==> src/rtl/swm_ram.sv <==
// Generic simple dual-port RAM with registered read.
`timescale 1ns / 1ps
module swm_ram #(
  parameter int WIDTH = 8,
  parameter int DEPTH = 16
) (
  input  logic                     clk,
  input  logic                     wr_en,
  input  logic [$clog2(DEPTH)-1:0] wr_addr,
  input  logic [WIDTH-1:0]         wr_data,
  input  logic                     rd_en,
  input  logic [$clog2(DEPTH)-1:0] rd_addr,
  output logic [WIDTH-1:0]         rd_data
);

  logic [WIDTH-1:0] mem [DEPTH];

  always_ff @(posedge clk) begin
    if (wr_en) begin
      mem[wr_addr] <= wr_data;
    end
    if (rd_en) begin
      rd_data <= mem[rd_addr];
    end
  end

endmodule

==> config.mk <==
export PLATFORM = sky130hd
export DESIGN_NAME = swm_ram
export DESIGN_NICKNAME = d
export VERILOG_FILES = /design/src/rtl/swm_ram.sv
export SDC_FILE = /design/constraint.sdc
export NUM_CORES = 1
export LEC_CHECK = 0
export ABC_CLOCK_PERIOD_IN_PS = 2460
export BUFFER_PORTS_ARGS = -buffer_cell sky130_fd_sc_hd__buf_2
export CORE_ASPECT_RATIO = 0.8
export CORE_MARGIN = 2
export CORE_UTILIZATION = 35
export DETAILED_ROUTE_END_ITERATION = 8
export GPL_TIMING_DRIVEN = 0
export PLACE_DENSITY_LB_ADDON = 0.1
export SYNTH_ARGS = -nofsm -noshare
export SYNTH_HDL_FRONTEND = slang
export SYNTH_SLANG_ARGS = --single-unit
==> constraint.sdc <==
create_clock -name clk -period 2.46 [get_ports clk]
set_input_delay 0.123 -clock clk [delete_from_list [all_inputs] [get_ports clk]]
set_output_delay 0.123 -clock clk [all_outputs]
set_load 0.01 [all_outputs]
Word-level counts from Yosys, hierarchy flattened
Memory sizes are Yosys's and may differ from the RTL's. A register that Yosys moved wholly into a read port is not among the register bits.
Index checks and enable logic that the tools add are counted.

word-level totals
  memories kept = 1
  memory bits (read-only) = 0
  bits in latches = 0
  bits in registers = 0
  bits in writable memories = 128

operators by class
  equal/unequal tests = 0
  bitwise gates (word level) = 0
  mux-type cells = 2
  add/subtract/negate cells = 0
  multiply operators = 0
  reduce and logical (&&, ||, !) cells = 0
  order comparisons = 0
  shift-type cells = 0
  div/mod/pow operators = 0

memories
  memory  words  bits a word  read ports  clocked after memory_dff  wr ports  line  RTL
  mem     16     8            1           1                         1         16    logic [WIDTH-1:0] mem [DEPTH];

operators by type and width
  cell              number
  2-to-1 mux 1 bit  2

Logic depth before layout (Yosys ltp)
Gate-level depths: netlist of the first run.

  word-level depth = 2
  depth in mapped cells = 5

Worst setup path after synthesis of the first run
OpenSTA, ideal clock, no wires.

  path kind = input-to-reg
  from = input port wr_addr[2]
  to = memory mem[0][0], enable pin
  stages = 2
  path slack = 0.844 ns
  arrival = 1.233 ns
  library setup time = 0.383 ns
  cell sequence = or3b_2 -> nor3_1

RTL lines
  element          line  RTL
  start, declared  9     input logic [$clog2(DEPTH)-1:0] wr_addr,
  end, declared    16

Straight into the memory's write port.

==> results of run 1 <==
[routing by layer]
| metal | GRT usage [%] | vias up |
|---|---|---|
| li1 | - | 1075 |
| met1 | 24.0 | 1257 |
| met2 | 19.9 | 63 |
| met3 | 3.72 | 5 |
| met4 | 6.20 | 0 |
| met5 | 0 | - |
[where the power goes]
| part | internal (W) | total, W | switching (W) |
|---|---|---|---|
| registers | 0.00261 | 0.00262 | 0.0000102 |
| logic | 0.000101 | 0.000261 | 0.000160 |
| clock network | 0.00168 | 0.00261 | 0.000923 |
[kinds of logic (layout without fill, tap and decap cells)]
logic type | count (synthesis) | in the layout | share of synthesized area (%)
AO/OA/AOI/OAI | 16 | 16 | 2.30
flip-flops | 136 | 136 | 78.1
AND/OR/NAND/NOR | 35 | 35 | 3.14
multiplexers | 32 | 32 | 14.8
buffers and inverters | 10 | 68 | 1.65
[cells in the mapped netlist]
cell,number,area [um^2]
edfxtp_1,136,4080
mux4_2,18,405
a22oi_1,16,120
mux4_1,14,368
nor2_1,13,48.8
nand2_1,9,33.8
nor3_1,4,20.0
buf_2,3,15.0
buf_6,3,33.8
clkdlybuf4s25_2,3,30.0
nand2b_1,2,12.5
nand3b_1,2,15.0
and2_1,1,6.26
and2b_1,1,7.51
buf_4,1,7.51
nand3_1,1,5.00
nor2b_1,1,6.26
or3b_2,1,8.76
[worst max-delay path: stages, from the launching register on]
cell and delay, ns:
edfxtp_1 0.36, mux4_1 0.57, a22oi_1 0.28, nand2_1 0.08
[stage by stage]
stage               hold slack (ns)  setup slack, ns
floorplan                     0.222            0.844
global placement              0.472            0.252
detailed placement            0.471            0.199
CTS                          0.0364            0.635
global route                 0.0472            0.867
finish                       0.0513            0.906
[flip-flops by register name, summed over array words and instances, names as in the netlist]
register	flops
rd_data	8
mem	128
[cell usage in the layout, fill, tap and decap left out, drive strengths merged]
cell type,n
mux4,32
and2,1
nand3b,2
a22oi,16
nor2b,1
clkbuf,19
nor3,4
clkinv,9
nand2,9
clkinvlp,1
nand2b,2
nor2,13
nand3,1
and2b,1
edfxtp,136
buf,32
bufinv,4
or3b,1
clkdlybuf4s25,3
[final cells by class]
class	instances	area (um^2)
fill	1267	8230
sequential	136	4080
multi-input combinational	83	1070
clock buffer	18	429
tap	184	230
clock inverter	14	181
timing repair buffer	26	133
buffer	10	86.3
[worst max-delay path by stage]
| stage | end | slack [ns] | start | cells after the start |
|---|---|---|---|---|
| 2_1_floorplan | mem[0][0] | 0.84 | wr_addr[2] | 2 |
| 3_5_place_dp | mem[0][3] | 0.20 | wr_addr[2] | 3 |
| 3_3_place_gp | mem[0][7] | 0.25 | wr_addr[2] | 3 |
| 6_report | rd_data[1] | 0.91 | mem[4][1] | 3 |
| 5_1_grt | rd_data[7] | 0.87 | mem[4][7] | 3 |
| 4_1_cts | mem[0][5] | 0.63 | wr_addr[2] | 3 |
==> qor.yml, run 1 <==
placement:
  gp_congestion: 0.678
  port_buffers: 25
  place_inst: 438
  dpl.hpwl_mm: 7.01
  place_area_um2: 5580
grt:
  grt_max_degree: 17
  grt-ovfl-total: 0
  grt_first_pass_wirelength_mm: 16.5
  antenna_found_initial: 0
  grt_pass1_vias: 2373
  grt_usage_pct: 15.2
detailed_routing:
  vias: 2400
  dr_wl_met2_mm: 4.70
  drt_first_pass_iters: 4
  drt-initial-drc-count: 224
  ant_nets: 0
  drc: 0
  drt-wirelength-per-cell_um: 23.7
  dr.max_layer_used: "met4"
  finalWirelength_mm: 11.2
  wl_met1_mm: 5.89
  vias_per_cell: 5.10
  dr_wl_met3_um: 535
critical_path:
  r2r_slack_ns: 0.91
  r2r-end: "rd_data[1]"
  crit_required_ns: 2.61
  path_class: "reg2reg"
  endpoint_kind: "flip-flop"
  reg2reg_depth: 3
  crit_arrival_ns: 1.71
  reg2reg_from: "mem[4][1]"
  startpoint_type: "flip-flop"
  cp_max_fo: 1
layout:
  final_util_pct: 43.0
  antennaDiodeCount: 0
  drive_gt1_share_pct: 30.3
  area_delta_synth_final_pct: 18.9
  instances_no_fill: 471
  final_nets: 293
  final_area_um2: 6220
power:
  powerDensity_nw_per_um2: 883
  fin_total_pwr_w: 0.00549
  peakVddDrop_uv: 478
  power_leakage_nw: 2.06
min_path:
  hp-class: "in2reg"
  whs_path_depth: 1
  hold_end: "rd_data[6]"
  hp-start: "rd_en"
clocking:
  cts_root_buf: "clkbuf_16"
  clkLatencyLatePin_ns: 0.41
  ctsResizeCount: 0
  clk_pin_slew_worst_paths_ns: 0.06
  cts.path.max_buffers: 2
  post_cts_buffers: 0
  cts_buffers: 17
  htree_levels: 4
  cts_hold_buf: 0
  cts_tree: "done"
  cts_sinks: 136
die:
  io_pins: 27
  dieArea_um2: 15900
  rows: 39
  core-area_um2: 14400
  start_util_pct: 36.2
  dieHeight_um: 113
  die_width_um: 141
logic_synthesis:
  yosys.cell_types.count: 18
  netlist_area_um2: 5230
  yosys_warnings: 0
  syn_area_per_cell_um2: 22.8
  synth-seq-cells: 136
  synthesis.nets: 248
  synth_seq_area_share_pct: 78.1
  netlist_instances: 229
sta:
  finalCriticalPeriod_ns: 1.55
  tightest_slew_ns: 0.967
  fin_crit_sh_pct: 63.2
  fmaxAchievable_mhz: 643
  finalHoldViolCount: 0
  setup_viol: 0
  drv_slew: 0
  rsz0062_at_grt: "no"
  skew_ns: 0.0106
  tns_ns: 0
  slew_headroom_pct: 35.3
status:
  status: "completed"
flow_run:
  drv_cap: 0
Note: power is estimated with default switching activity, not from simulation.
==> run 2, diff against run 1 <==
--- a/config.mk
+++ b/config.mk
@@ -5,7 +5,7 @@
 export SDC_FILE = /design/constraint.sdc
 export NUM_CORES = 1
 export LEC_CHECK = 0
-export ABC_CLOCK_PERIOD_IN_PS = 2460
+export ABC_CLOCK_PERIOD_IN_PS = 1550
 export BUFFER_PORTS_ARGS = -buffer_cell sky130_fd_sc_hd__buf_2
 export CORE_ASPECT_RATIO = 0.8
 export CORE_MARGIN = 2
==> constraint.sdc (replaced) <==
create_clock -name clk -period 1.55 [get_ports clk]
set_input_delay 0.0775 -clock clk [delete_from_list [all_inputs] [get_ports clk]]
set_output_delay 0.0775 -clock clk [all_outputs]
set_load 0.01 [all_outputs]
==> qor.yml, run 2 (synthesized netlist as in run 1, its figures left out) <==
status:
  status: "completed"
layout:
  final_util_pct: 43.5
  area_delta_synth_final_pct: 20.1
  drive_gt1_share_pct: 31.4
  top_register: "mem"
  mostFrequentLayoutCell: "edfxtp_1"
  largest_register_ffs: 128
  final_cell_mix: "edfxtp_1 (136), buf_2 (28), mux4_2 (19), clkbuf_16 (17)"
  reg_top3: "mem x128, rd_data x8"
  antennaDiodeCount: 0
  instances_no_fill: 471
  final_area_um2: 6280
  final_nets: 293
clocking:
  clkLatencyLatePin_ns: 0.42
  htree_levels: 4
  post_cts_buffers: 0
  cts_buffers: 17
  cts_tree: "done"
  cts.path.max_buffers: 2
  cts_root_buf: "clkbuf_16"
  clk_pin_slew_worst_paths_ns: 0.06
  cts_sinks: 136
grt:
  grt_pass1_vias: 2472
  grt_first_pass_wirelength_mm: 16.6
  antenna_found_initial: 0
  grt_usage_pct: 15.0
  grt-ovfl-total: 0
  grt_max_degree: 17
placement:
  place_inst: 438
  dpl.hpwl_mm: 7.04
  place_area_um2: 5590
  dp_slack_ns: -0.507
  gp_congestion: 0.684
  port_buffers: 25
die:
  dieHeight_um: 113
  die_width_um: 141
  dieArea_um2: 15900
  rows: 39
  start_util_pct: 36.2
  core-area_um2: 14400
  io_pins: 27
sta:
  tightest_slew_ns: 1.16
  drv_slew: 0
  slew_headroom_pct: 21.9
  fmaxAchievable_mhz: 675
  fin_crit_sh_pct: 95.5
  finalHoldViolCount: 0
  fin_ws_ns: 0.0691
  rsz0062_at_grt: "no"
  skew_ns: 0.0118
  finalCriticalPeriod_ns: 1.48
  setup_viol: 0
min_path:
  hp-class: "in2reg"
  whs_path_depth: 1
critical_path:
  reg2reg_depth: 3
  startpoint_type: "flip-flop"
  endpoint_kind: "flip-flop"
  path_class: "reg2reg"
  crit_required_ns: 1.70
  max_stage_delay_ns: 0.52
  cp_max_fo: 1
  path_cells: "mux4_2 -> a22oi_1 -> nand2_1"
  cpMaxStageDelayCell: "mux4_2"
  crit_arrival_ns: 1.64
power:
  peakVddDrop_uv: 851
  fin_total_pwr_w: 0.00906
  powerDensity_nw_per_um2: 1440
  power_leakage_nw: 2.07
detailed_routing:
  drt-wirelength-per-cell_um: 23.6
  vias_per_cell: 5.08
  vias: 2394
  drc: 0
  ant_nets: 0
  drt_first_pass_iters: 4
  drt-initial-drc-count: 250
  finalWirelength_mm: 11.1
flow_run:
  drv_cap: 0
run 2: routing by layer:
| layer | share of wire [%] | up-vias | track usage [%] |
|---|---|---|---|
| met1 | 51 | 1263 | 22.4 |
| met5 | 0 | - | 0 |
| li1 | - | 1071 | - |
| met3 | 4.0 | 10 | 4.66 |
| met4 | 0.77 | 0 | 5.00 |
| met2 | 44 | 50 | 21.0 |
run 2: power breakdown:
| part | leakage [nW] | switching (W) | internal, W |
|---|---|---|---|
| clock network | 0.315 | 0.00148 | 0.00301 |
| logic | 0.522 | 0.000252 | 0.000164 |
| registers | 1.24 | 0.0000175 | 0.00415 |
run 2: final cells by class:
class,instances,area [um^2]
clock inverter,13,226
timing repair buffer,26,135
sequential,136,4080
buffer,10,86.3
multi-input combinational,83,1080
tap,184,230
fill,1275,8170
clock buffer,19,433
run 2: per-stage QoR:
stage | hold WS [ns] | setup TNS, ns
global placement | 0.428 | -15.98
CTS | 0.0589 | 0
detailed placement | 0.436 | -16.41
global route | 0.0666 | 0
floorplan | 0.176 | 0
finish | 0.0649 | 0
run 2: final timing paths:
kind | from | to | slack, ns
worst min-delay path | wr_data[6] | mem[6][6] | 0.06
worst max register to register | mem[6][4] | rd_data[4] | 0.07
worst max-delay path | mem[6][4] | rd_data[4] | 0.07
worst min register to register | mem[8][2] | rd_data[2] | 0.76
run 2: timing repair:
| action | 4_1_cts | 5_1_grt |
|---|---|---|
| endpoints found under the setup margin | 9 | 3 |
| hold buffers | 1 | 0 |
| hold endpoints to repair | 8 | 0 |
| cloned | 0 | 0 |
| resized for setup | 2 | 3 |
run 2: critical path: cells and delay by family (launching register included):
| kind | cells | cell delay, ns |
|---|---|---|
| AOI/OAI and AO/OA | 1 | 0.22 |
| DFF | 1 | 0.38 |
| muxes | 1 | 0.52 |
| and+or+nand+nor | 1 | 0.10 |
