$ cat config.mk
export PLATFORM = sky130hd
export DESIGN_NAME = swm_seq
export DESIGN_NICKNAME = d
export VERILOG_FILES = /design/src/rtl/swm_pkg.sv /design/src/rtl/swm_seq.sv
export SDC_FILE = /design/constraint.sdc
export NUM_CORES = 1
export LEC_CHECK = 0
export BUFFER_PORTS_ARGS = -buffer_cell sky130_fd_sc_hd__buf_2
export CAP_MARGIN = 25
export CORE_MARGIN = 1.5
export CORE_UTILIZATION = 49
export CTS_BUF_LIST = sky130_fd_sc_hd__clkbuf_8
export CTS_CLUSTER_SIZE = 30
export DETAILED_ROUTE_END_ITERATION = 7
export PLACE_DENSITY = 0.72
export SYNTH_ARGS = -nofsm -noshare
export SYNTH_HDL_FRONTEND = slang
export SYNTH_SLANG_ARGS = --single-unit
$ cat constraint.sdc
create_clock -name clk -period 10.2 [get_ports clk]
set_clock_uncertainty 0.15 [all_clocks]
set_input_delay 1.02 -clock clk [delete_from_list [all_inputs] [get_ports clk]]
set_output_delay 1.02 -clock clk [all_outputs]
set_load 0.05 [all_outputs]
$ cat src/rtl/swm_pkg.sv
// Package for the sliding window minimum block: widths, defaults and shared types.
`timescale 1ns / 1ps
package swm_pkg;

  localparam int DATA_W         = 32;
  localparam int CFG_W          = 11;
  localparam int WINDOW_MAX_DEF = 1024;

  // One result handed from the sequencer to the output register.
  typedef struct packed {
    logic                     load;
    logic signed [DATA_W-1:0] value;
  } swm_res_t;

endpackage

$ cat src/rtl/swm_seq.sv
// Heap sequencer: insert, report and remove by read-modify-write on the heap memories.
`timescale 1ns / 1ps
module swm_seq #(
  parameter int WINDOW_MAX = swm_pkg::WINDOW_MAX_DEF
) (
  input  logic                                   clk,
  input  logic                                   rst_n,
  input  logic                                   in_valid,
  output logic                                   in_ready,
  input  logic signed [swm_pkg::DATA_W-1:0]      in_sample,
  input  logic                                   in_start,
  input  logic                                   cfg_we,
  input  logic [swm_pkg::CFG_W-1:0]              cfg_data,
  output logic                                   h_we,
  output logic [$clog2(WINDOW_MAX)-1:0]          h_waddr,
  output logic [swm_pkg::DATA_W+$clog2(WINDOW_MAX)-1:0] h_wdata,
  output logic                                   h_re,
  output logic [$clog2(WINDOW_MAX)-1:0]          h_raddr,
  input  logic [swm_pkg::DATA_W+$clog2(WINDOW_MAX)-1:0] h_rdata,
  output logic                                   p_we,
  output logic [$clog2(WINDOW_MAX)-1:0]          p_waddr,
  output logic [$clog2(WINDOW_MAX)-1:0]          p_wdata,
  output logic                                   p_re,
  output logic [$clog2(WINDOW_MAX)-1:0]          p_raddr,
  input  logic [$clog2(WINDOW_MAX)-1:0]          p_rdata,
  output swm_pkg::swm_res_t                      res,
  input  logic                                   res_ready
);
  import swm_pkg::*;

  localparam int SW  = $clog2(WINDOW_MAX);
  localparam int CW  = $clog2(WINDOW_MAX + 1);
  localparam int CXW = CW + 1;

  typedef enum logic [12:0] {
    S_IDLE    = 13'b0000000000001,
    S_UP_CHK  = 13'b0000000000010,
    S_UP_CMP  = 13'b0000000000100,
    S_DN_CHK  = 13'b0000000001000,
    S_DN_L    = 13'b0000000010000,
    S_DN_R    = 13'b0000000100000,
    S_DN_CMP  = 13'b0000001000000,
    S_FIN     = 13'b0000010000000,
    S_TOP_RD  = 13'b0000100000000,
    S_TOP_CAP = 13'b0001000000000,
    S_RM_RD   = 13'b0010000000000,
    S_RM_LAST = 13'b0100000000000,
    S_RM_GET  = 13'b1000000000000
  } state_t;

  state_t                   state_r, state_nxt;
  logic [CFG_W-1:0]         cfg_r, cfg_nxt;
  logic [CW-1:0]            cnt_r, cnt_nxt;
  logic [SW-1:0]            ws_r, ws_nxt;
  logic [SW-1:0]            os_r, os_nxt;
  logic [SW-1:0]            p_r, p_nxt;
  logic signed [DATA_W-1:0] cur_val_r, cur_val_nxt;
  logic [SW-1:0]            cur_slot_r, cur_slot_nxt;
  logic signed [DATA_W-1:0] best_val_r, best_val_nxt;
  logic [SW-1:0]            best_slot_r, best_slot_nxt;
  logic [SW-1:0]            best_pos_r, best_pos_nxt;
  logic                     rmv_r, rmv_nxt;
  logic                     moved_r, moved_nxt;

  logic [CW-1:0]            win;
  logic                     clr;
  logic [CW-1:0]            cnt_e;
  logic [SW-1:0]            ws_e, os_e, last;
  logic signed [DATA_W-1:0] rd_val;
  logic [SW-1:0]            rd_slot;
  logic [SW-1:0]            q;
  logic [CXW-1:0]           c_l, c_r;

  always_comb begin
    if (cfg_r == '0) begin
      win = CW'(1);
    end else if (32'(cfg_r) > 32'(WINDOW_MAX)) begin
      win = CW'(WINDOW_MAX);
    end else begin
      win = CW'(cfg_r);
    end
  end

  assign rd_val  = signed'(h_rdata[DATA_W+SW-1:SW]);
  assign rd_slot = h_rdata[SW-1:0];
  assign q       = SW'((p_r - SW'(1)) >> 1);
  assign c_l     = (CXW'(p_r) << 1) | CXW'(1);
  assign c_r     = c_l + CXW'(1);
  assign last    = SW'(cnt_r - CW'(1));

  // Clear on start flag or a full heap; wrap ring pointers past the window.
  assign clr   = in_start || (cnt_r >= win);
  assign cnt_e = clr ? '0 : cnt_r;
  assign ws_e  = (clr || CXW'(ws_r) >= CXW'(win)) ? '0 : ws_r;
  assign os_e  = (clr || CXW'(os_r) >= CXW'(win)) ? '0 : os_r;

  assign in_ready = (state_r == S_IDLE);

  always_comb begin
    state_nxt     = state_r;
    cfg_nxt       = cfg_r;
    cnt_nxt       = cnt_r;
    ws_nxt        = ws_r;
    os_nxt        = os_r;
    p_nxt         = p_r;
    cur_val_nxt   = cur_val_r;
    cur_slot_nxt  = cur_slot_r;
    best_val_nxt  = best_val_r;
    best_slot_nxt = best_slot_r;
    best_pos_nxt  = best_pos_r;
    rmv_nxt       = rmv_r;
    moved_nxt     = moved_r;
    h_we          = 1'b0;
    h_waddr       = p_r;
    h_wdata       = {cur_val_r, cur_slot_r};
    h_re          = 1'b0;
    h_raddr       = '0;
    p_we          = 1'b0;
    p_waddr       = cur_slot_r;
    p_wdata       = p_r;
    p_re          = 1'b0;
    p_raddr       = os_r;
    res.load      = 1'b0;
    res.value     = rd_val;

    unique case (state_r)
      S_IDLE: begin
        if (in_valid) begin
          cur_val_nxt  = in_sample;
          cur_slot_nxt = ws_e;
          p_nxt        = SW'(cnt_e);
          cnt_nxt      = cnt_e + CW'(1);
          ws_nxt       = (CXW'(ws_e) + CXW'(1) == CXW'(win)) ? '0 : ws_e + SW'(1);
          os_nxt       = os_e;
          rmv_nxt      = 1'b0;
          moved_nxt    = 1'b0;
          state_nxt    = S_UP_CHK;
        end
      end
      S_UP_CHK: begin
        if (p_r == '0) begin
          state_nxt = (rmv_r && !moved_r) ? S_DN_CHK : S_FIN;
        end else begin
          h_re      = 1'b1;
          h_raddr   = q;
          state_nxt = S_UP_CMP;
        end
      end
      S_UP_CMP: begin
        if (rd_val <= cur_val_r) begin
          state_nxt = (rmv_r && !moved_r) ? S_DN_CHK : S_FIN;
        end else begin
          // Shift the parent down into the hole.
          h_we      = 1'b1;
          h_wdata   = h_rdata;
          p_we      = 1'b1;
          p_waddr   = rd_slot;
          p_nxt     = q;
          moved_nxt = 1'b1;
          state_nxt = S_UP_CHK;
        end
      end
      S_DN_CHK: begin
        if (c_l >= CXW'(cnt_r)) begin
          state_nxt = S_FIN;
        end else begin
          h_re      = 1'b1;
          h_raddr   = SW'(c_l);
          state_nxt = S_DN_L;
        end
      end
      S_DN_L: begin
        best_val_nxt  = rd_val;
        best_slot_nxt = rd_slot;
        best_pos_nxt  = SW'(c_l);
        if (c_r < CXW'(cnt_r)) begin
          h_re      = 1'b1;
          h_raddr   = SW'(c_r);
          state_nxt = S_DN_R;
        end else begin
          state_nxt = S_DN_CMP;
        end
      end
      S_DN_R: begin
        if (rd_val < best_val_r) begin
          best_val_nxt  = rd_val;
          best_slot_nxt = rd_slot;
          best_pos_nxt  = SW'(c_r);
        end
        state_nxt = S_DN_CMP;
      end
      S_DN_CMP: begin
        if (cur_val_r <= best_val_r) begin
          state_nxt = S_FIN;
        end else begin
          // Pull the smaller child up into the hole.
          h_we      = 1'b1;
          h_wdata   = {best_val_r, best_slot_r};
          p_we      = 1'b1;
          p_waddr   = best_slot_r;
          p_nxt     = best_pos_r;
          state_nxt = S_DN_CHK;
        end
      end
      S_FIN: begin
        h_we = 1'b1;
        p_we = 1'b1;
        if (rmv_r || cnt_r < win) begin
          state_nxt = S_IDLE;
        end else begin
          state_nxt = S_TOP_RD;
        end
      end
      S_TOP_RD: begin
        h_re      = 1'b1;
        h_raddr   = '0;
        state_nxt = S_TOP_CAP;
      end
      S_TOP_CAP: begin
        // Hold until the output register frees up.
        if (res_ready) begin
          res.load  = 1'b1;
          state_nxt = S_RM_RD;
        end
      end
      S_RM_RD: begin
        p_re      = 1'b1;
        p_raddr   = os_r;
        os_nxt    = (CXW'(os_r) + CXW'(1) == CXW'(win)) ? '0 : os_r + SW'(1);
        state_nxt = S_RM_LAST;
      end
      S_RM_LAST: begin
        p_nxt     = (p_rdata > last) ? last : p_rdata;
        h_re      = 1'b1;
        h_raddr   = last;
        state_nxt = S_RM_GET;
      end
      S_RM_GET: begin
        // Move the last entry into the removed place and resift it, unless the removed place is the last one.
        cur_val_nxt  = rd_val;
        cur_slot_nxt = rd_slot;
        cnt_nxt      = cnt_r - CW'(1);
        rmv_nxt      = 1'b1;
        moved_nxt    = 1'b0;
        state_nxt    = (p_r == last) ? S_IDLE : S_UP_CHK;
      end
      default: state_nxt = S_IDLE;
    endcase

    if (cfg_we) begin
      cfg_nxt = cfg_data;
      cnt_nxt = '0;
      ws_nxt  = '0;
      os_nxt  = '0;
    end
  end

  always_ff @(posedge clk) begin
    if (!rst_n) begin
      state_r <= S_IDLE;
      cfg_r   <= CFG_W'(1);
      cnt_r   <= '0;
      ws_r    <= '0;
      os_r    <= '0;
      rmv_r   <= 1'b0;
      moved_r <= 1'b0;
    end else begin
      state_r <= state_nxt;
      cfg_r   <= cfg_nxt;
      cnt_r   <= cnt_nxt;
      ws_r    <= ws_nxt;
      os_r    <= os_nxt;
      rmv_r   <= rmv_nxt;
      moved_r <= moved_nxt;
    end
  end

  always_ff @(posedge clk) begin
    p_r         <= p_nxt;
    cur_val_r   <= cur_val_nxt;
    cur_slot_r  <= cur_slot_nxt;
    best_val_r  <= best_val_nxt;
    best_slot_r <= best_slot_nxt;
    best_pos_r  <= best_pos_nxt;
  end

endmodule

## Yosys cells after proc, flatten, opt, wreduce, memory -nomap -nowiden

Index checks and enable logic that the tools add are counted.
W data, S select, Z words.

- Bitwise operators: 1
- Order comparisons: 11
- Multiplexer cells: 61
- Reduce and logical (&&, ||, !) cells: 22
- Add/subtract/negate cells: 8
- Eq/ne operators: 22

Operator list:

| operator | count |
|---|---|
| $pmux W13 S13 | 1 |
| $mux W10 | 16 |
| $pmux W32 S2 | 2 |
| $pmux W10 S2 | 5 |
| $mux W42 | 2 |
| $pmux W42 S2 | 1 |
| $pmux W10 S4 | 2 |
| $le A32 B32 Y1 | 2 |
| $mux W32 | 2 |
| $mux W11 | 4 |
| $mux W8 | 5 |
| $lt A32 B32 Y1 | 1 |
| $mux W13 | 2 |
| $add A10 B1 Y11 const B | 2 |
| $eq A11 B11 Y1 | 2 |
| $ge A10 B11 Y1 | 2 |
| $ge A11 B11 Y1 | 2 |
| $pmux W11 S2 | 1 |
| $add A10 B1 Y10 const B | 2 |
| $mux W9 | 2 |
| $eq A13 B1 Y1 const B | 1 |
| $eq A13 B10 Y1 const B | 1 |
| $eq A13 B11 Y1 const B | 1 |
| $eq A13 B12 Y1 const B | 1 |
| other kinds (39) | 63 |

- Register bits after elaboration: 161
- Bits of input ports: 101
- Output and inout port bits: 130

## Logic depth before layout (Yosys ltp)

- Depth in word-level cells: 10
- Gate-level depth with buffers: 22

## Least setup slack after synthesis

No wires, ideal clock.

- Kind: register to output
- Start: register p_r[0] (netlist: h_waddr[0])
- End: output h_raddr[3]
- Required time: 9.030 ns
- Setup slack: 4.562 ns
- Stages on the path, launching flop included: 16
- Arrival time: 4.468 ns
- Cell sequence: edfxtp_1 > clkbuf_1 > and3_1 > and3_1 > clkbuf_1 > and3_1 > clkbuf_1 > nand3_1 > xnor2_1 > ha_1 > a31o_1 > or3_1 > a211oi_2 > o21ai_2 > buf_6 > o311ai_1

- Cells in the longest elaborated chain, start to end: 4
- Elaborated cells on any way between the ends: 9

Ends and longest elaborated chain:

| item | RTL line | text |
|---|---|---|
| from (decl) | swm_seq.sv:56 | `logic [SW-1:0] p_r, p_nxt;` |
| from (signal assigned) | swm_seq.sv:279 | `p_r <= p_nxt;` |
| $add A11 B1 Y12 | swm_seq.sv:88 | `assign c_r = c_l + CXW'(1);` |
| $lt A12 B11 Y1 | swm_seq.sv:176 | `if (c_r < CXW'(cnt_r)) begin` |
| $mux W10 | swm_seq.sv:176 |  |
| $pmux W10 S4 * | swm_seq.sv:126 | `unique case (state_r)` |
| to (decl) | swm_seq.sv:18 | `output logic [$clog2(WINDOW_MAX)-1:0] h_raddr,` |

Mark *: on every way between the ends. The rest lies on a longest branch, timed or not.

## Worst setup path in the final report

- Start: input h_rdata[35] in the netlist's numbering
- End: output h_wdata[38] in the netlist's numbering

- Cells in the longest elaborated chain, start to end: 3

Ends and longest elaborated chain:

| item | RTL line | text |
|---|---|---|
| from (decl) | swm_seq.sv:19 | `input logic [swm_pkg::DATA_W+$clog2(WINDOW_MAX)-1:0] h_rdata,` |
| $le A32 B32 Y1 | swm_seq.sv:150 | `if (rd_val <= cur_val_r) begin` |
| $mux W42 | swm_seq.sv:150 |  |
| $pmux W42 S2 | swm_seq.sv:126 |  |
| to (decl) | swm_seq.sv:16 | `output logic [swm_pkg::DATA_W+$clog2(WINDOW_MAX)-1:0] h_wdata,` |

No other way between the ends.

==> key figures <==
Worst setup path
  – Req. time, crit path: 9.03 ns
  – Crit path arrival time: 4.96 ns
  – WS Path Type: input pin to output pin
  – Critical Path Fanout Max: 44
  – Startpoint types: input pin
  – CP Capture Type: output pin

Synth
  – Post-synth EDFFs: 104
  – Main synth FF type: edfxtp_1
  – Post-synth net total: 1842
  – Area contributors post-synth: edfxtp_1, ha_1, dfxtp_1
  – Avg Synthesized Cell Area: 8.603 um^2
  – Top post-synthesis cells by count: nand2_1, ha_1, inv_1, o21ai_0, edfxtp_1
  – Dominant cell type by area after synthesis: edfxtp_1
  – Most frequent cell after synthesis: nand2_1
  – Yosys cell types: 92
  – Total number of yosys warnings: 0
  – Post-synth top area share: 22.99%
  – FF+latch count, synth: 161
  – Asr flop ratio synth: 0%
  – Register area share after synthesis: 31.39%
  – Post-Syn Instances: 1579
  – Synthesized area: 13580 um^2

Die
  – Die H: 169.5 um
  – Die W: 169.5 um
  – # rows: 60
  – Die area: 28730 um^2
  – Core Region: 27100 um^2
  – Top Ports: 231
  – Initial Util: 50.12%

Timing
  – Max Slew Vio Count: 0
  – RSZ-0062 raised after global routing: no
  – Period minus WS final: 6.134 ns
  – Worst slew margin: 32.69%
  – Worst Tran Pin Value: 1.010 ns
  – Crit path setup slack, layout: 4.066 ns
  – Count of final hold-check violations: 0
  – Final setup viols: 0
  – Share of the clock period used by the worst path: 60.14%
  – Post-Route Setup TNS: 0 ns
  – FMAX: 163.0 MHz

Clock tree
  – CTS tree: yes
  – Post-CTS Setup Bufs: 0
  – CTS Buffer Depth: 2
  – H-tree lvl count: 4
  – Clock root buffer: clkbuf_8
  – Worst skew pair latency: 0.48 ns
  – TritonCTS Buffers: 17
  – Cts hold-fix bufs: 0
  – Clk pin slew, worst setup/hold paths: 0.09 ns
  – # resized after CTS: 0
  – CTS sink cnt: 161

GRT
  – Vias in the first global route: 11950
  – First-pass GRT wire length: 62110 um
  – Global route total overflow: 0
  – Largest net degree at the start of global routing: 53
  – Antenna violations before repair: 1
  – GRT Total Usage: 27.31%

Detailed routing
  – # DRC: 0
  – DRT iter0 DRCs: 1103
  – Vias per cell: 5.884
  – DR WL/cell: 18.51 um
  – Drt total wl: 38870 um
  – First-pass DRT Iterations: 5
  – Routed vias: 12360
  – Antenna viol nets, final: 0

Placed design
  – Routability cong.: 0.9427
  – Buffers on Ports: 230
  – DP Worst Slack: 4.166 ns
  – HPWL after DPL: 29270 um

Cells and area
  – Area grow syn2layout: 10.08%
  – Nets: 1979
  – Register Area: 4264 um^2
  – Number of diodes: 0
  – Fill cell count: 2565
  – Area occupied by multi-input gates: 8142 um^2
  – Share of layout cells above drive strength 1: 19.10%

Hold path
  – Worst hold path type: flop to flop

Outcome
  – Status: finished clean

Pwr
  – Leak pwr: 6.530 nW
  – Max IR drop VDD: 0.1551 mV
  – Power Density: 180.5 nW/um^2

Flow run
  – Maximum Capacitance Violations: 0
[placed cells by master, fill, tap and decap left out, types with 28 or more instances in the layout]
cell type	netlist	final
a22oi_1	53	53
inv_1	119	119
nor3_1	30	29
a21oi_1	87	87
buf_2	15	230
xnor2_1	54	54
nor2b_1	28	28
ha_1	162	162
edfxtp_1	104	104
nand2_1	197	197
nor2_1	80	80
dfxtp_1	57	57
o21ai_0	111	111
nand3_1	44	44
[routing by layer]
layer | global-route usage, % | vias to the layer above | part of all wire, %
met5 | 0 | - | 0.033
li1 | - | 5928 | -
met1 | 35.73 | 5845 | 44
met4 | 10.43 | 2 | 2.8
met3 | 3.125 | 75 | 6.2
met2 | 46.31 | 506 | 47
[where the power goes]
part           total, W  leakage [nW]  switching (W)  internal (W)
Sequential     0.000907          1.43       0.000117      0.000790
Clock          0.000442         0.158       0.000272      0.000170
Combinational   0.00135          4.94       0.000926      0.000423
Total           0.00270          6.53        0.00131       0.00138
[sequential cells by signal, indices dropped and copies added, names as in the netlist, 11 cells and up]
register / cells
cnt_r: 11
cur_val_r: 32
state_r: 13
best_val_r: 32
cfg_r: 11
[final cells by class]
type | instances | area share (%)
multi-input cells | 1169 | 54.45
flip-flops and latches | 161 | 28.52
repair buffers | 243 | 8.510
inverters | 124 | 3.121
well taps | 372 | 3.113
clock buffers | 17 | 1.565
clock inverters | 14 | 0.7280
[worst max-delay path, stage by stage]
cell and delay (ns):
buf_2 0.14, ha_1 0.31, nand4_1 0.14, nor3_1 0.48, a21oi_1 0.17, or4_1 0.55
nand4_1 0.11, o22ai_1 0.09, a21oi_1 0.30, and2_2 0.89, a22oi_1 0.21, o21ai_0 0.20
buf_2 0.33
[stage by stage]
step                instance area [um^2]  std cells  total power [W]  hold WS (ns)  util [%]
floorplan                          13580       1579         0.001951        0.2922         -
global placement                   14570       2067         0.002216        0.3185     53.77
detailed placement                 14600       2068         0.002255        0.3556     53.87
CTS                                14940       2099         0.002697        0.3825     55.13
global route                       14950       2100         0.002862        0.4127     55.18
finish                             14950       2100         0.002699        0.3768     55.18
[logic make-up after synthesis]
family                   after synthesis  synth area share (%)
AO/OA/AOI/OAI                        383                 18.50
multiplexers                          24                 1.787
XOR/XNOR                              75                 5.029
flip-flops                           161                 31.39
adder cells (fa/ha/maj)              162                 14.92
AND/OR/NAND/NOR                      525                 19.53
buffers and inverters                249                 8.851
[worst paths after layout]
kind | from | to | slack, ns | cells past startpoint
setup / recovery | h_rdata[35] | h_wdata[38] | 4.07 | 13
hold / removal | cfg_r[0] | cfg_r[0] | 0.38 | 2
setup reg to reg | cfg_r[10] | ws_r[9] | 4.28 | 20
hold reg to reg | cfg_r[0] | cfg_r[0] | 0.38 | 2
No activity file was read; power rests on OpenSTA's default activity.
