### config.mk
export PLATFORM = sky130hd
export DESIGN_NAME = swm_out
export DESIGN_NICKNAME = d
export VERILOG_FILES = /design/src/rtl/swm_pkg.sv /design/src/rtl/swm_out.sv
export SDC_FILE = /design/constraint.sdc
export NUM_CORES = 1
export LEC_CHECK = 0
export BUFFER_PORTS_ARGS = -buffer_cell sky130_fd_sc_hd__buf_4
export CAP_MARGIN = 15
export CORE_MARGIN = 2
export CORE_UTILIZATION = 38
export CTS_BUF_LIST = sky130_fd_sc_hd__clkbuf_8
export CTS_CLUSTER_DIAMETER = 80
export DETAILED_ROUTE_END_ITERATION = 10
export GPL_ROUTABILITY_DRIVEN = 0
export PLACE_DENSITY = 0.8
export SLEW_MARGIN = 10
export SYNTH_ARGS = -nofsm -noshare
export SYNTH_HDL_FRONTEND = slang
export SYNTH_SLANG_ARGS = --single-unit
### constraint.sdc
create_clock -name clk -period 0.95 [get_ports clk]
set_input_delay 0 -clock clk [delete_from_list [all_inputs] [get_ports clk]]
set_output_delay 0 -clock clk [all_outputs]
set_load 0.02 [all_outputs]
### src/rtl/swm_pkg.sv
// Package for the sliding window minimum block: widths, defaults and shared types.
`timescale 1ns / 1ps
package swm_pkg;

  localparam int DATA_W         = 32;
  localparam int CFG_W          = 11;
  localparam int WINDOW_MAX_DEF = 1024;

  // One result handed from the sequencer to the output register.
  typedef struct packed {
    logic                     load;
    logic signed [DATA_W-1:0] value;
  } swm_res_t;

endpackage

### src/rtl/swm_out.sv
// Output register for result beats.
`timescale 1ns / 1ps
module swm_out (
  input  logic                             clk,
  input  logic                             rst_n,
  input  swm_pkg::swm_res_t                res,
  output logic                             res_ready,
  output logic                             out_tvalid,
  input  logic                             out_tready,
  output logic [swm_pkg::DATA_W-1:0]       out_tdata
);
  import swm_pkg::*;

  logic              valid_r;
  logic [DATA_W-1:0] data_r;

  assign res_ready  = !valid_r || out_tready;
  assign out_tvalid = valid_r;
  assign out_tdata  = data_r;

  always_ff @(posedge clk) begin
    if (!rst_n) begin
      valid_r <= 1'b0;
    end else if (res_ready) begin
      valid_r <= res.load;
    end
  end

  always_ff @(posedge clk) begin
    if (res_ready && res.load) begin
      data_r <= res.value;
    end
  end

endmodule

* After elaboration in Yosys (flattened, before gate mapping)
Index checks and enable logic that the tools add are counted.
** Cells by class
- Reductions and logical operators :: 3
** Operators by type and width (count)
- 1-bit logical AND :: 1
- 1-bit zero test :: 1
- 1-bit logical OR :: 1
** Word-level totals
- Register bits :: 33
- Input port bits :: 36
- Output and inout port bits :: 34
- Logic and storage cells :: 5

* Depth between registers and ports, before layout
Gate-level depths: netlist of the first run.
- Depth in word-level cells :: 3
- Gate-level depth with buffers :: 2
- Depth with buffers taken out :: 2

* Least setup slack after synthesis of the first run
Ideal clock, no wire load.
- Path kind :: reg-to-reg
- Start point :: reg valid_r, in the netlist out_tvalid
- End point :: reg data_r[0], in the netlist out_tdata[0] (enable)
- Setup time :: 0.340 ns
- Arrival time :: 0.875 ns
- Data required time :: 0.610 ns
- Slack :: -0.265 ns
- Cell stages (with the launch flop) :: 3
- Buffers on the path :: 0
- Clock period less this slack :: 1.215 ns
- Path through :: dfxtp_1 nand2b_4 and2_4
** On the way
- Word-level cells in the longest chain between the ends :: 3
** Ends and longest elaborated chain
- from (decl) :: RTL line swm_out.sv:14 : logic valid_r;
- from (signal assigned) :: RTL line swm_out.sv:25 : valid_r <= res.load;
- 1-bit zero test :: RTL line swm_out.sv:17 : assign res_ready = !valid_r || out_tready;
- 1-bit logical OR :: RTL line swm_out.sv:17
- named net res_ready :: RTL line swm_out.sv:7 : output logic res_ready,
- 1-bit logical AND :: RTL line swm_out.sv:30 : if (res_ready && res.load) begin
- to (signal assigned) :: RTL line swm_out.sv:31 : data_r <= res.value;
- to (decl) :: RTL line swm_out.sv:15 : logic [DATA_W-1:0] data_r;
The timed path passes the listed nets, and every way through them passes these cells.
A chain may end at the register's enable or synchronous reset.

* Worst setup path after layout of the first run
- Start point :: reg valid_r, in the netlist out_tvalid
- End point :: reg data_r[29], in the netlist out_tdata[29] (enable)
** On the way
- Word-level cells in the longest chain between the ends :: 3
** Ends and longest elaborated chain (RTL line)
- 1-bit zero test :: swm_out.sv:17
- 1-bit logical OR :: swm_out.sv:17
- 1-bit logical AND :: swm_out.sv:30
Every way passes these cells.

==> results of run 1 <==
placed cells by master, fill, tap and decap left out:
master and instances:
buf_12 2, inv_1 1, nand2b_4 1, clkinv_2 1, edfxtp_1 32, dfxtp_4 1
buf_6 1, and2_4 1, clkinv_1 2, buf_4 69, a21boi_2 1, clkbuf_8 5
dlygate4sd3_1 34
cell usage after synthesis, drive strengths merged:
cell type  count  area share, %
edfxtp        32             94
a21boi         1            1.1
and2           1           0.86
dfxtp          1            2.0
inv            1           0.37
nand2b         1            1.4
per-stage QoR:
step           hold WS [ns]  area [um^2]  utilization, %  worst slack [ns]
2_1_floorplan        0.0989         1020               -            -0.210
3_3_place_gp          0.178         1630            65.0           -0.0514
3_5_place_dp          0.179         1630            65.0           -0.0611
4_1_cts              0.0881         2050            82.0           -0.0776
5_1_grt               0.105         2050            82.0            -0.105
6_report              0.112         2050            82.0           -0.0877
worst max-delay path: stages, from the launching register on:
cell and delay (ns):
dfxtp_4 0.35, nand2b_4 0.06, and2_4 0.17, buf_12 0.16
registers in the layout (all words and copies together), names as in the netlist:
name / flops
out_tdata: 32
out_tvalid: 1
power groups by stage:
stage               registers [mW]  logic (mW)  clock network, mW
finish                        1.73       0.547              0.948
global route                  1.74       0.572               1.05
CTS                           1.72       0.531              0.957
detailed placement            1.75       0.418                  0
global placement              1.75       0.412                  0
floorplan                     1.86      0.0396                  0
layout make-up:
cell class / instances / area [um^2]
multi-input cells: 3 / 33.8
clock inverters: 3 / 12.5
repair buffers: 106 / 910
fillers: 130 / 449
clock buffers: 5 / 68.8
flip-flops and latches: 33 / 985
well taps: 30 / 37.5
inverters: 1 / 3.75
worst min path at each step:
| stage | start | end | slack [ns] | depth (start not counted) |
|---|---|---|---|---|
| final | out_tready | out_tvalid | 0.11 | 4 |
| after global routing | out_tready | out_tvalid | 0.10 | 4 |
| after CTS | out_tready | out_tvalid | 0.09 | 4 |
| after detailed placement | res[19] | out_tdata[19] | 0.18 | 1 |
| after global placement | res[19] | out_tdata[19] | 0.18 | 1 |
| after floorplan | res[0] | out_tdata[0] | 0.1 | 0 |
logic make-up (layout without fill, tap and decap cells):
group,after synthesis,count (layout),share of synthesized area [%]
and+or+nand+nor,2,2,2.21
AOI/OAI and AO/OA,1,1,1.11
DFF,33,33,96.3
buffers and inverters,1,115,0.368
metal layers:
| layer | GRT usage (%) | share of wire [%] | up-vias |
|---|---|---|---|
| li1 | - | - | 369 |
| met1 | 24.3 | 38 | 363 |
| met2 | 36.2 | 50 | 54 |
| met3 | 9.53 | 11 | 4 |
| met4 | 6.27 | 0.94 | 0 |
| met5 | 0 | 0 | - |
repair_timing:
item | 4_1_cts | 5_1_grt
resized for setup | 1 | 0
endpoints found under the hold margin | 33 | 0
pin swaps | 0 | 0
setup endpoints to repair | 33 | 33
hold buffers | 34 | 0
==> impl_results.md, run 1 <==
* Endpoint type of the worst setup path: register
* Worst-skew pair later-pin latency at 0.28 ns
* Setup crit end: out_tdata[29]
* Fin Clk Skew at 0.00944 ns
* Distinct cells, synth at 6
* Worst r2r src: out_tvalid
* #FFs+latches synth at 33
* Vias in the first global route at 892
* Vias at 790
* Peak VDD IR at 1.89 mV
* Antenna cells at 0
* First drt pass iteration count at 4
* Routed vias/inst at 4.36
* Net count, final at 186
* Clk buf depth at 2
* Worst-path clk slew at 0.07 ns
* Post-Syn Area at 0.00102 mm^2
* Number of cells on the worst reg-to-reg path at 3
* FF-to-FF setup slack at -0.09 ns
* Leak Pwr at 0.880 nW
* Initial Utilization at 40.7%
* Combinational power share at 17.0%
* Outcome: finished with violations
* Pwr per Cell Area at 1570 mW/mm^2
* Avg Inst Size Synth at 27.5 um^2
* First-pass GRT wire length at 4700 um
* Net Sw Frac at 22.3%
* Row count at 18
* WP data arrival at 1.02 ns
* Die Footprint at 0.00311 mm^2
* Post-Synthesis Cells at 37
* Residual DRC at 0
* Seq/Total Area, Yosys at 96.3%
* Placed insts at 139
* RSZ-0062 raised after global routing: yes
* Drt wl/cell at 17.0 um
* WL final at 3070 um
* Max Cap Viol at 0
* Share of cells above drive strength 1 at 54.3%
* Int Pwr at 2.50 mW
* Area Overhead vs Synth at 101%
* CTS buffer count at 5
* R2r endpoint: out_tdata[29]
* Post-Syn Nets at 73
* Root Buffer: clkbuf_8
* Final hold vios at 0
* GR Util All Layers at 21.4%
* Pin count of the biggest net entering global routing at 19
* Critical path type: register to register
* Yosys Warn Count at 0
* I/O Buffers at 69
* Core Area at 0.00250 mm^2
* Slew HR at 93.4%
* CTS tree: built
* Setup WS post-layout at -0.0877 ns
* Initial antenna violation count at 0
* Total grt overflow at 0
* Sw power at 0.720 mW
* Final TNS setup at -2.40 ns
* Ports at 70
* Width of the die at 55.8 um
* Fin crit share at 109%
* Final setup viols at 32
* Crit path max fanout at 18
* Die height at 55.8 um
* Overall power at 3.22 mW
* Hold crit path type: primary input to register
* Post-route ant nets at 0
* Max frequency at 0.964 GHz
* Clock sink total at 33
* CTS H-tree lvls at 2
* Violated checks: negative setup slack
* Final Slew Violations at 0
* Beginning of the critical path: out_tvalid
* Reg power frac at 53.6%
* CP required at 0.93 ns
* Setup bufs post-CTS at 0
* Startpoint Class: register
* Clock Power Share at 29.4%
* Fin cells at 181
* DRT iter0 DRCs at 20
* Minimum clock period at 1.04 ns
* Worst Tran Pin Value at 0.0984 ns
Note: power is estimated with default switching activity, not from simulation.
==> inputs of run 2 (changes only) <==
Settings changed: CORE_UTILIZATION 38 to 42, PLACE_DENSITY 0.8 to 0.81, TNS_END_PERCENT set to 30.
Clock period 0.95 ns to 1.1 ns, I/O delays scaled along.
==> run 2 against run 1 <==
Against the previous run: the run still ends with negative setup slack left; highest routed layer unchanged; wire length grew 9.8%; cell count is 1.7% higher; first-iteration DRC count up 45%; register-to-register slack better by 0.06 ns; largest power group unchanged; critical endpoint is now out_tdata[5]; core utilization is 12 points higher.
==> impl_results.md, run 2 (synthesis results as in run 1) <==
* Outcome: finished with violations
* Violated checks: negative setup slack
* Row count at 17 (-1)
* Drt wl/cell at 18.3 um (+8.0%)
* Slew HR at 90.5% (-2.9 points)
* Post-route ant nets at 0 (unchanged)
* Setup WS post-layout at -0.0227 ns (+0.0650 ns)
* Number of cells on the worst reg-to-reg path at 3 (unchanged)
* Die Footprint at 0.00284 mm^2 (-8.8%)
* Vias at 834 (+5.6%)
* CP required at 1.09 ns (+0.16 ns)
* Final setup viols at 12 (-63%)
* Residual DRC at 0 (unchanged)
* WP data arrival at 1.11 ns (+0.09 ns)
* Overall power at 2.82 mW (-12%)
* CTS H-tree lvls at 2 (unchanged)
* First-pass GRT wire length at 3900 um (-17%)
* Clock sink total at 33 (unchanged)
* Ports at 70 (unchanged)
* Leak Pwr at 0.935 nW (+6.2%)
* CTS buffer count at 5 (unchanged)
* Final TNS setup at -0.186 ns (+2.22 ns)
* Max Cap Viol at 0 (unchanged)
* Final hold slack at 0.336 ns (+0.224 ns)
* Worst path top cell family by delay: flip-flops
* Buf+Inv Stages, Crit Path at 1 (unchanged)
* Fin cells at 184 (+1.7%)
* Initial antenna violation count at 0 (unchanged)
* Worst-skew pair later-pin latency at 0.27 ns (about the same)
* Most common cell after layout, fill and taps aside: buf_4
* Setup crit end: out_tdata[5]
* Worst r2r src: out_tvalid
* Minimum clock period at 1.12 ns (+0.0850 ns)
* Hold crit path type: primary input to register
* RSZ-0062 raised after global routing: yes
* Width of the die at 53.2 um (-4.5%)
* Fin Clk Skew at 0.00464 ns (-0.00480 ns)
* Total grt overflow at 0 (unchanged)
* Antenna cells at 0 (unchanged)
* Commonest non-fill, non-tap cells in the layout: 71 x buf_4, 34 x dlygate4sd3_1, 32 x edfxtp_1
* Share of cells above drive strength 1 at 54.5% (+0.18 points)
* Beginning of the critical path: out_tvalid
* Max frequency at 0.891 GHz (-7.6%)
* Peak VDD IR at 1.22 mV (-36%)
* CTS tree: built
* Levels on crit path at 3 (unchanged)
* Die height at 53.2 um (-4.5%)
* I/O Buffers at 69 (unchanged)
* Critical path type: register to register
* Area Overhead vs Synth at 109%
* Net count, final at 191 (+2.7%)
* Endpoint type of the worst setup path: register
* Placed insts at 136 (-2.2%)
* Final Slew Violations at 0 (unchanged)
* Core Area at 0.00225 mm^2 (-9.8%)
* WL final at 3370 um (+9.8%)
* CP cell instances: nand2b_4 > and2_4 > clkbuf_16
* GR Util All Layers at 21.8% (+0.41 points)
* Root Buffer: clkbuf_8
* DRT iter0 DRCs at 29 (+45%)
* Clk buf depth at 2 (unchanged)
* Crit path largest cell delay at 0.35 ns (about the same)
* Pwr per Cell Area at 1330 mW/mm^2 (-15%)
* Critical-path top delay cell: dfxtp_4
* Initial Utilization at 45.2% (+4.4 points)
* Vias in the first global route at 759 (-15%)
* Startpoint Class: register
* Pin count of the biggest net entering global routing at 19 (unchanged)
* Crit path max fanout at 7 (-11)
* Max reg flops at 32 (unchanged)
* Worst Tran Pin Value at 0.143 ns (+0.0445 ns)
* Fin crit share at 102% (-7.2 points)
* FF-to-FF setup slack at -0.02 ns (+0.06 ns)
* Routed vias/inst at 4.53 (+3.8%)
* Final hold vios at 0 (unchanged)
* Worst-path clk slew at 0.06 ns (about the same)
* R2r endpoint: out_tdata[5]
* First drt pass iteration count at 4 (unchanged)
## run 2: cell types whose count changed in the layout (fill, tap and decap cells not counted)
cell and delta:
clkinv_2 -1, inv_1 +3, dlymetal6s4s_1 +1, clkinv_1 -2
clkbuf_16 +2, buf_4 +2
## run 2: final cells by class
class                           instances  area (um^2)
Clock buffer                            5         68.8
Clock inverter                          3         11.3
Fill cell                              60          130
Inverter                                1         3.75
Multi-Input combinational cell          3         33.8
Sequential cell                        33          985
Tap cell                               28         35.0
Timing Repair Buffer                  111          987
## run 2: per-layer routing
| layer | part of all wire (%) | track usage [%] |
|---|---|---|
| met1 | 43 | 25.0 |
| met4 | 0.21 | 7.69 |
| met2 | 49 | 36.6 |
| met3 | 8.1 | 8.76 |
| met5 | 0 | 0 |
## run 2: what timing repair did
| item | CTS | global route |
|---|---|---|
| resized for setup | 0 | 1 |
| hold buffers | 35 | 0 |
| buffers inserted | 0 | 2 |
| hold endpoints to repair | 33 | 0 |
| setup endpoints to repair | 0 | 32 |
## run 2: worst min-delay path by stage
stage	from	end	slack (ns)	cells past startpoint
after floorplan	res[0]	out_tdata[0]	0.1	0
after global placement	res[11]	out_tdata[11]	0.18	1
after detailed placement	res[7]	out_tdata[7]	0.18	1
after CTS	res[12]	out_tdata[12]	0.43	2
after global routing	out_tready	out_tvalid	0.33	5
final	out_tready	out_tvalid	0.34	5
## run 2: metrics by stage
stage | utilization [%] | setup WS, ns | area [um^2]
after detailed placement | 71.6 | 0.0719 | 1620
after global placement | 71.6 | 0.0841 | 1620
after floorplan | - | -0.0601 | 1020
after global routing | 94.2 | -0.0317 | 2120
after CTS | 90.7 | 0.0166 | 2050
final | 94.2 | -0.0227 | 2120
## run 2: worst register-to-register path: stages, from the launching register on
cell and delay (ns):
dfxtp_4 0.35, nand2b_4 0.09, and2_4 0.23, clkbuf_16 0.17
## run 2: power breakdown
group	switching [mW]	internal, mW
Clock	0.391	0.421
Sequential	0.0293	1.47
Combinational	0.216	0.299
Total	0.636	2.19
==> inputs of run 3 (changes only) <==
Settings changed: ABC_AREA set to 1, CORE_UTILIZATION 42 to 41, PLACE_DENSITY 0.81 to 0.8.
==> run 3 against run 2 <==
Against the previous run: the run ends with negative hold slack left; clock power barely moved; highest routed layer unchanged; core utilization decreased by 10 points; combinational power shrank 11%; largest cell class is now registers.
==> impl_results.md, run 3 <==
* FF-to-FF setup slack at 0.07 ns (+0.10 ns)
* Critical-path top delay cell: dfxtp_4
* #FFs+latches synth at 33 (unchanged)
* I/O Buffers at 69 (unchanged)
* Routed vias/inst at 4.36 (-3.7%)
* Leak Pwr at 0.867 nW (-7.3%)
* Post-synth top area cell: edfxtp_1
* Sw power at 0.616 mW (-3.1%)
* Distinct cells, synth at 7 (+1)
* Peak VDD IR at 1.40 mV (+15%)
* Final hold slack at -0.000331 ns (-0.336 ns)
* Net count, final at 186 (-2.6%)
* Vias in the first global route at 850 (+12%)
* GR Util All Layers at 21.8% (about the same)
* Area post-placement at 0.00161 mm^2 (-0.31%)
* Area Overhead vs Synth at 99.8%
* Row count at 18 (+1)
* Ys flop type: edfxtp_1
* First drt pass iteration count at 5 (+1)
* Post-CTS Hold Fix Bufs at 33 (-5.7%)
* Clk buf depth at 2 (unchanged)
* Reg power frac at 54.0% (+1.0 points)
* CTS H-tree lvls at 2 (unchanged)
* Fin Clk Skew at 0.0101 ns (+0.00550 ns)
* Commonest non-fill, non-tap cells in the layout: 70 x buf_4, 33 x dlygate4sd3_1, 32 x edfxtp_1
* Worst Tran Pin Value at 0.170 ns (+0.0275 ns)
* Residual DRC at 0 (unchanged)
* DRT iter0 DRCs at 19 (-34%)
* Async S/R FF share, synth at 0% (unchanged)
* Die height at 53.7 um (+0.83%)
* Antenna cells at 0 (unchanged)
* Most frequent cell after synthesis: edfxtp_1
* Final setup viols at 0 (-12)
* Post-Synthesis Cells at 39 (+5.4%)
* Die Footprint at 0.00288 mm^2 (+1.7%)
* Final HPWL DP at 1500 um
* Initial Utilization at 42.0% (-3.2 points)
* WP data arrival at 1.00 ns (-0.11 ns)
* Int Pwr at 2.15 mW (-1.8%)
* Total grt overflow at 0 (unchanged)
* Critical path type: register to register
* Startpoint Class: register
* Fin crit share at 93.4% (-8.7 points)
* Outcome: finished with violations
* Worst path top cell family by delay: flip-flops
* Violated checks: negative hold slack
* Worst-path clk slew at 0.07 ns (about the same)
* Hold crit path type: primary input to register
* Initial antenna violation count at 0 (unchanged)
* Yosys Warn Count at 0 (unchanged)
* RSZ-0062 raised after global routing: no
* Top cells by count, synth: 32 x edfxtp_1, 2 x inv_1
* CTS resizes at 0 (unchanged)
* Seq/Total Area, Yosys at 96.9% (+0.60 points)
* Post-Syn Area at 0.00101 mm^2 (-0.61%)
* CTS tree: built
* Clock Power Share at 29.4% (+0.6 points)
* Share of cells above drive strength 1 at 54.3% (-0.18 points)
* Root Buffer: clkbuf_8
* Net Sw Frac at 22.3% (-0.24 points)
* Max reg flops at 32 (unchanged)
* Core Area at 0.00241 mm^2 (+6.9%)
* Post-route ant nets at 0 (unchanged)
* Most common cell after layout, fill and taps aside: buf_4
* CP required at 1.08 ns (about the same)
* Clock sink total at 33 (unchanged)
* First-pass GRT wire length at 4030 um (+3.4%)
* Crit path max fanout at 23 (+16)
* Post-Syn Nets at 75 (+2.7%)
* CTS buffer count at 5 (unchanged)
* Fin area at 0.00202 mm^2 (-4.8%)
* Width of the die at 53.7 um (+0.83%)
* CP cell instances: a21oi_4 > buf_12
* Max Cap Viol at 0 (unchanged)
* Combinational power share at 16.5% (-1.7 points)
* Setup bufs post-CTS at 0 (unchanged)
* Drt wl/cell at 15.9 um (-13%)
* Pin count of the biggest net entering global routing at 24 (+5)
* Share of the synthesized area in the top cell type at 94.9% (+0.58 points)
* Worst-skew pair later-pin latency at 0.28 ns (about the same)
* Avg Inst Size Synth at 26.0 um^2 (-5.7%)
* Top cells by area, synth: edfxtp_1 95%, dfxtp_1 2.0%, a21oi_2 0.87%
* Max frequency at 0.973 GHz (+9.3%)
* Post-synth EDFFs at 32 (unchanged)
* Overall power at 2.76 mW (-2.1%)
* Slew HR at 88.6% (-1.8 points)
* Endpoint type of the worst setup path: register
* Buf+Inv Stages, Crit Path at 1 (unchanged)
* Vias at 790 (-5.3%)
* Crit path largest cell delay at 0.37 ns (+0.02 ns)
* Final Slew Violations at 0 (unchanged)
* Final hold vios at 1 (+1)
* Minimum clock period at 1.03 ns (-0.0954 ns)
* WL final at 2870 um (-15%)
* Pwr per Cell Area at 1370 mW/mm^2 (+2.8%)
* Ports at 70 (unchanged)
run 3: metal layers:
metal	track usage (%)	routed length, um	vias up	part of all wire [%]
li1	-	-	372	-
met1	23.4	1090	361	38
met2	33.1	1390	51	49
met3	13.9	338	6	12
met4	11.1	54	0	1.9
met5	0	0	-	0
run 3: cell families after synthesis:
family                 after synthesis  share of synthesized area [%]
DFF                                 33                           96.9
AOI/OAI and AO/OA                    2                           1.36
and+or+nand+nor                      1                          0.618
buffers and inverters                3                           1.11
run 3: layout make-up:
class	count	area (um^2)
Tap cell	30	37.5
Fill cell	112	388
Multi-Input combinational cell	3	31.3
Clock buffer	5	68.8
Clock inverter	3	12.5
Inverter	3	11.3
Timing Repair Buffer	104	876
Sequential cell	33	985
run 3: through the flow:
step / utilization (%) / setup slack [ns] / hold WS, ns / instances / setup TNS, ns
6_report: 83.9 / 0.0726 / -0.000331 / 181 / 0
5_1_grt: 83.9 / 0.0475 / 0.00224 / 181 / 0
2_1_floorplan: - / -0.251 / 0.0989 / 39 / -8.03
3_5_place_dp: 66.8 / 0.100 / 0.179 / 140 / 0
4_1_cts: 83.9 / 0.0842 / 0.00157 / 181 / 0
3_3_place_gp: 66.8 / 0.114 / 0.178 / 140 / 0
run 3: worst register-to-register path: cells and delay by family (launching register included):
| family | cells | cell delay [ns] |
|---|---|---|
| compound gates | 1 | 0.16 |
| buf+inv | 1 | 0.20 |
| flops | 1 | 0.37 |
run 3: final timing paths:
check / from / depth (start not counted) / endpoint
min: out_tready / 4 / out_tvalid
max: out_tvalid / 2 / out_tdata[7]
max reg2reg: out_tvalid / 2 / out_tdata[7]
min reg2reg: out_tvalid / 2 / out_tvalid
run 3: power by group through the flow:
stage / clock network (mW) / registers, mW / logic [mW]
floorplan: 0 / 1.61 / 0.0351
global placement: 0 / 1.51 / 0.347
detailed placement: 0 / 1.51 / 0.353
CTS: 0.817 / 1.49 / 0.447
global route: 0.892 / 1.50 / 0.482
finish: 0.813 / 1.49 / 0.456
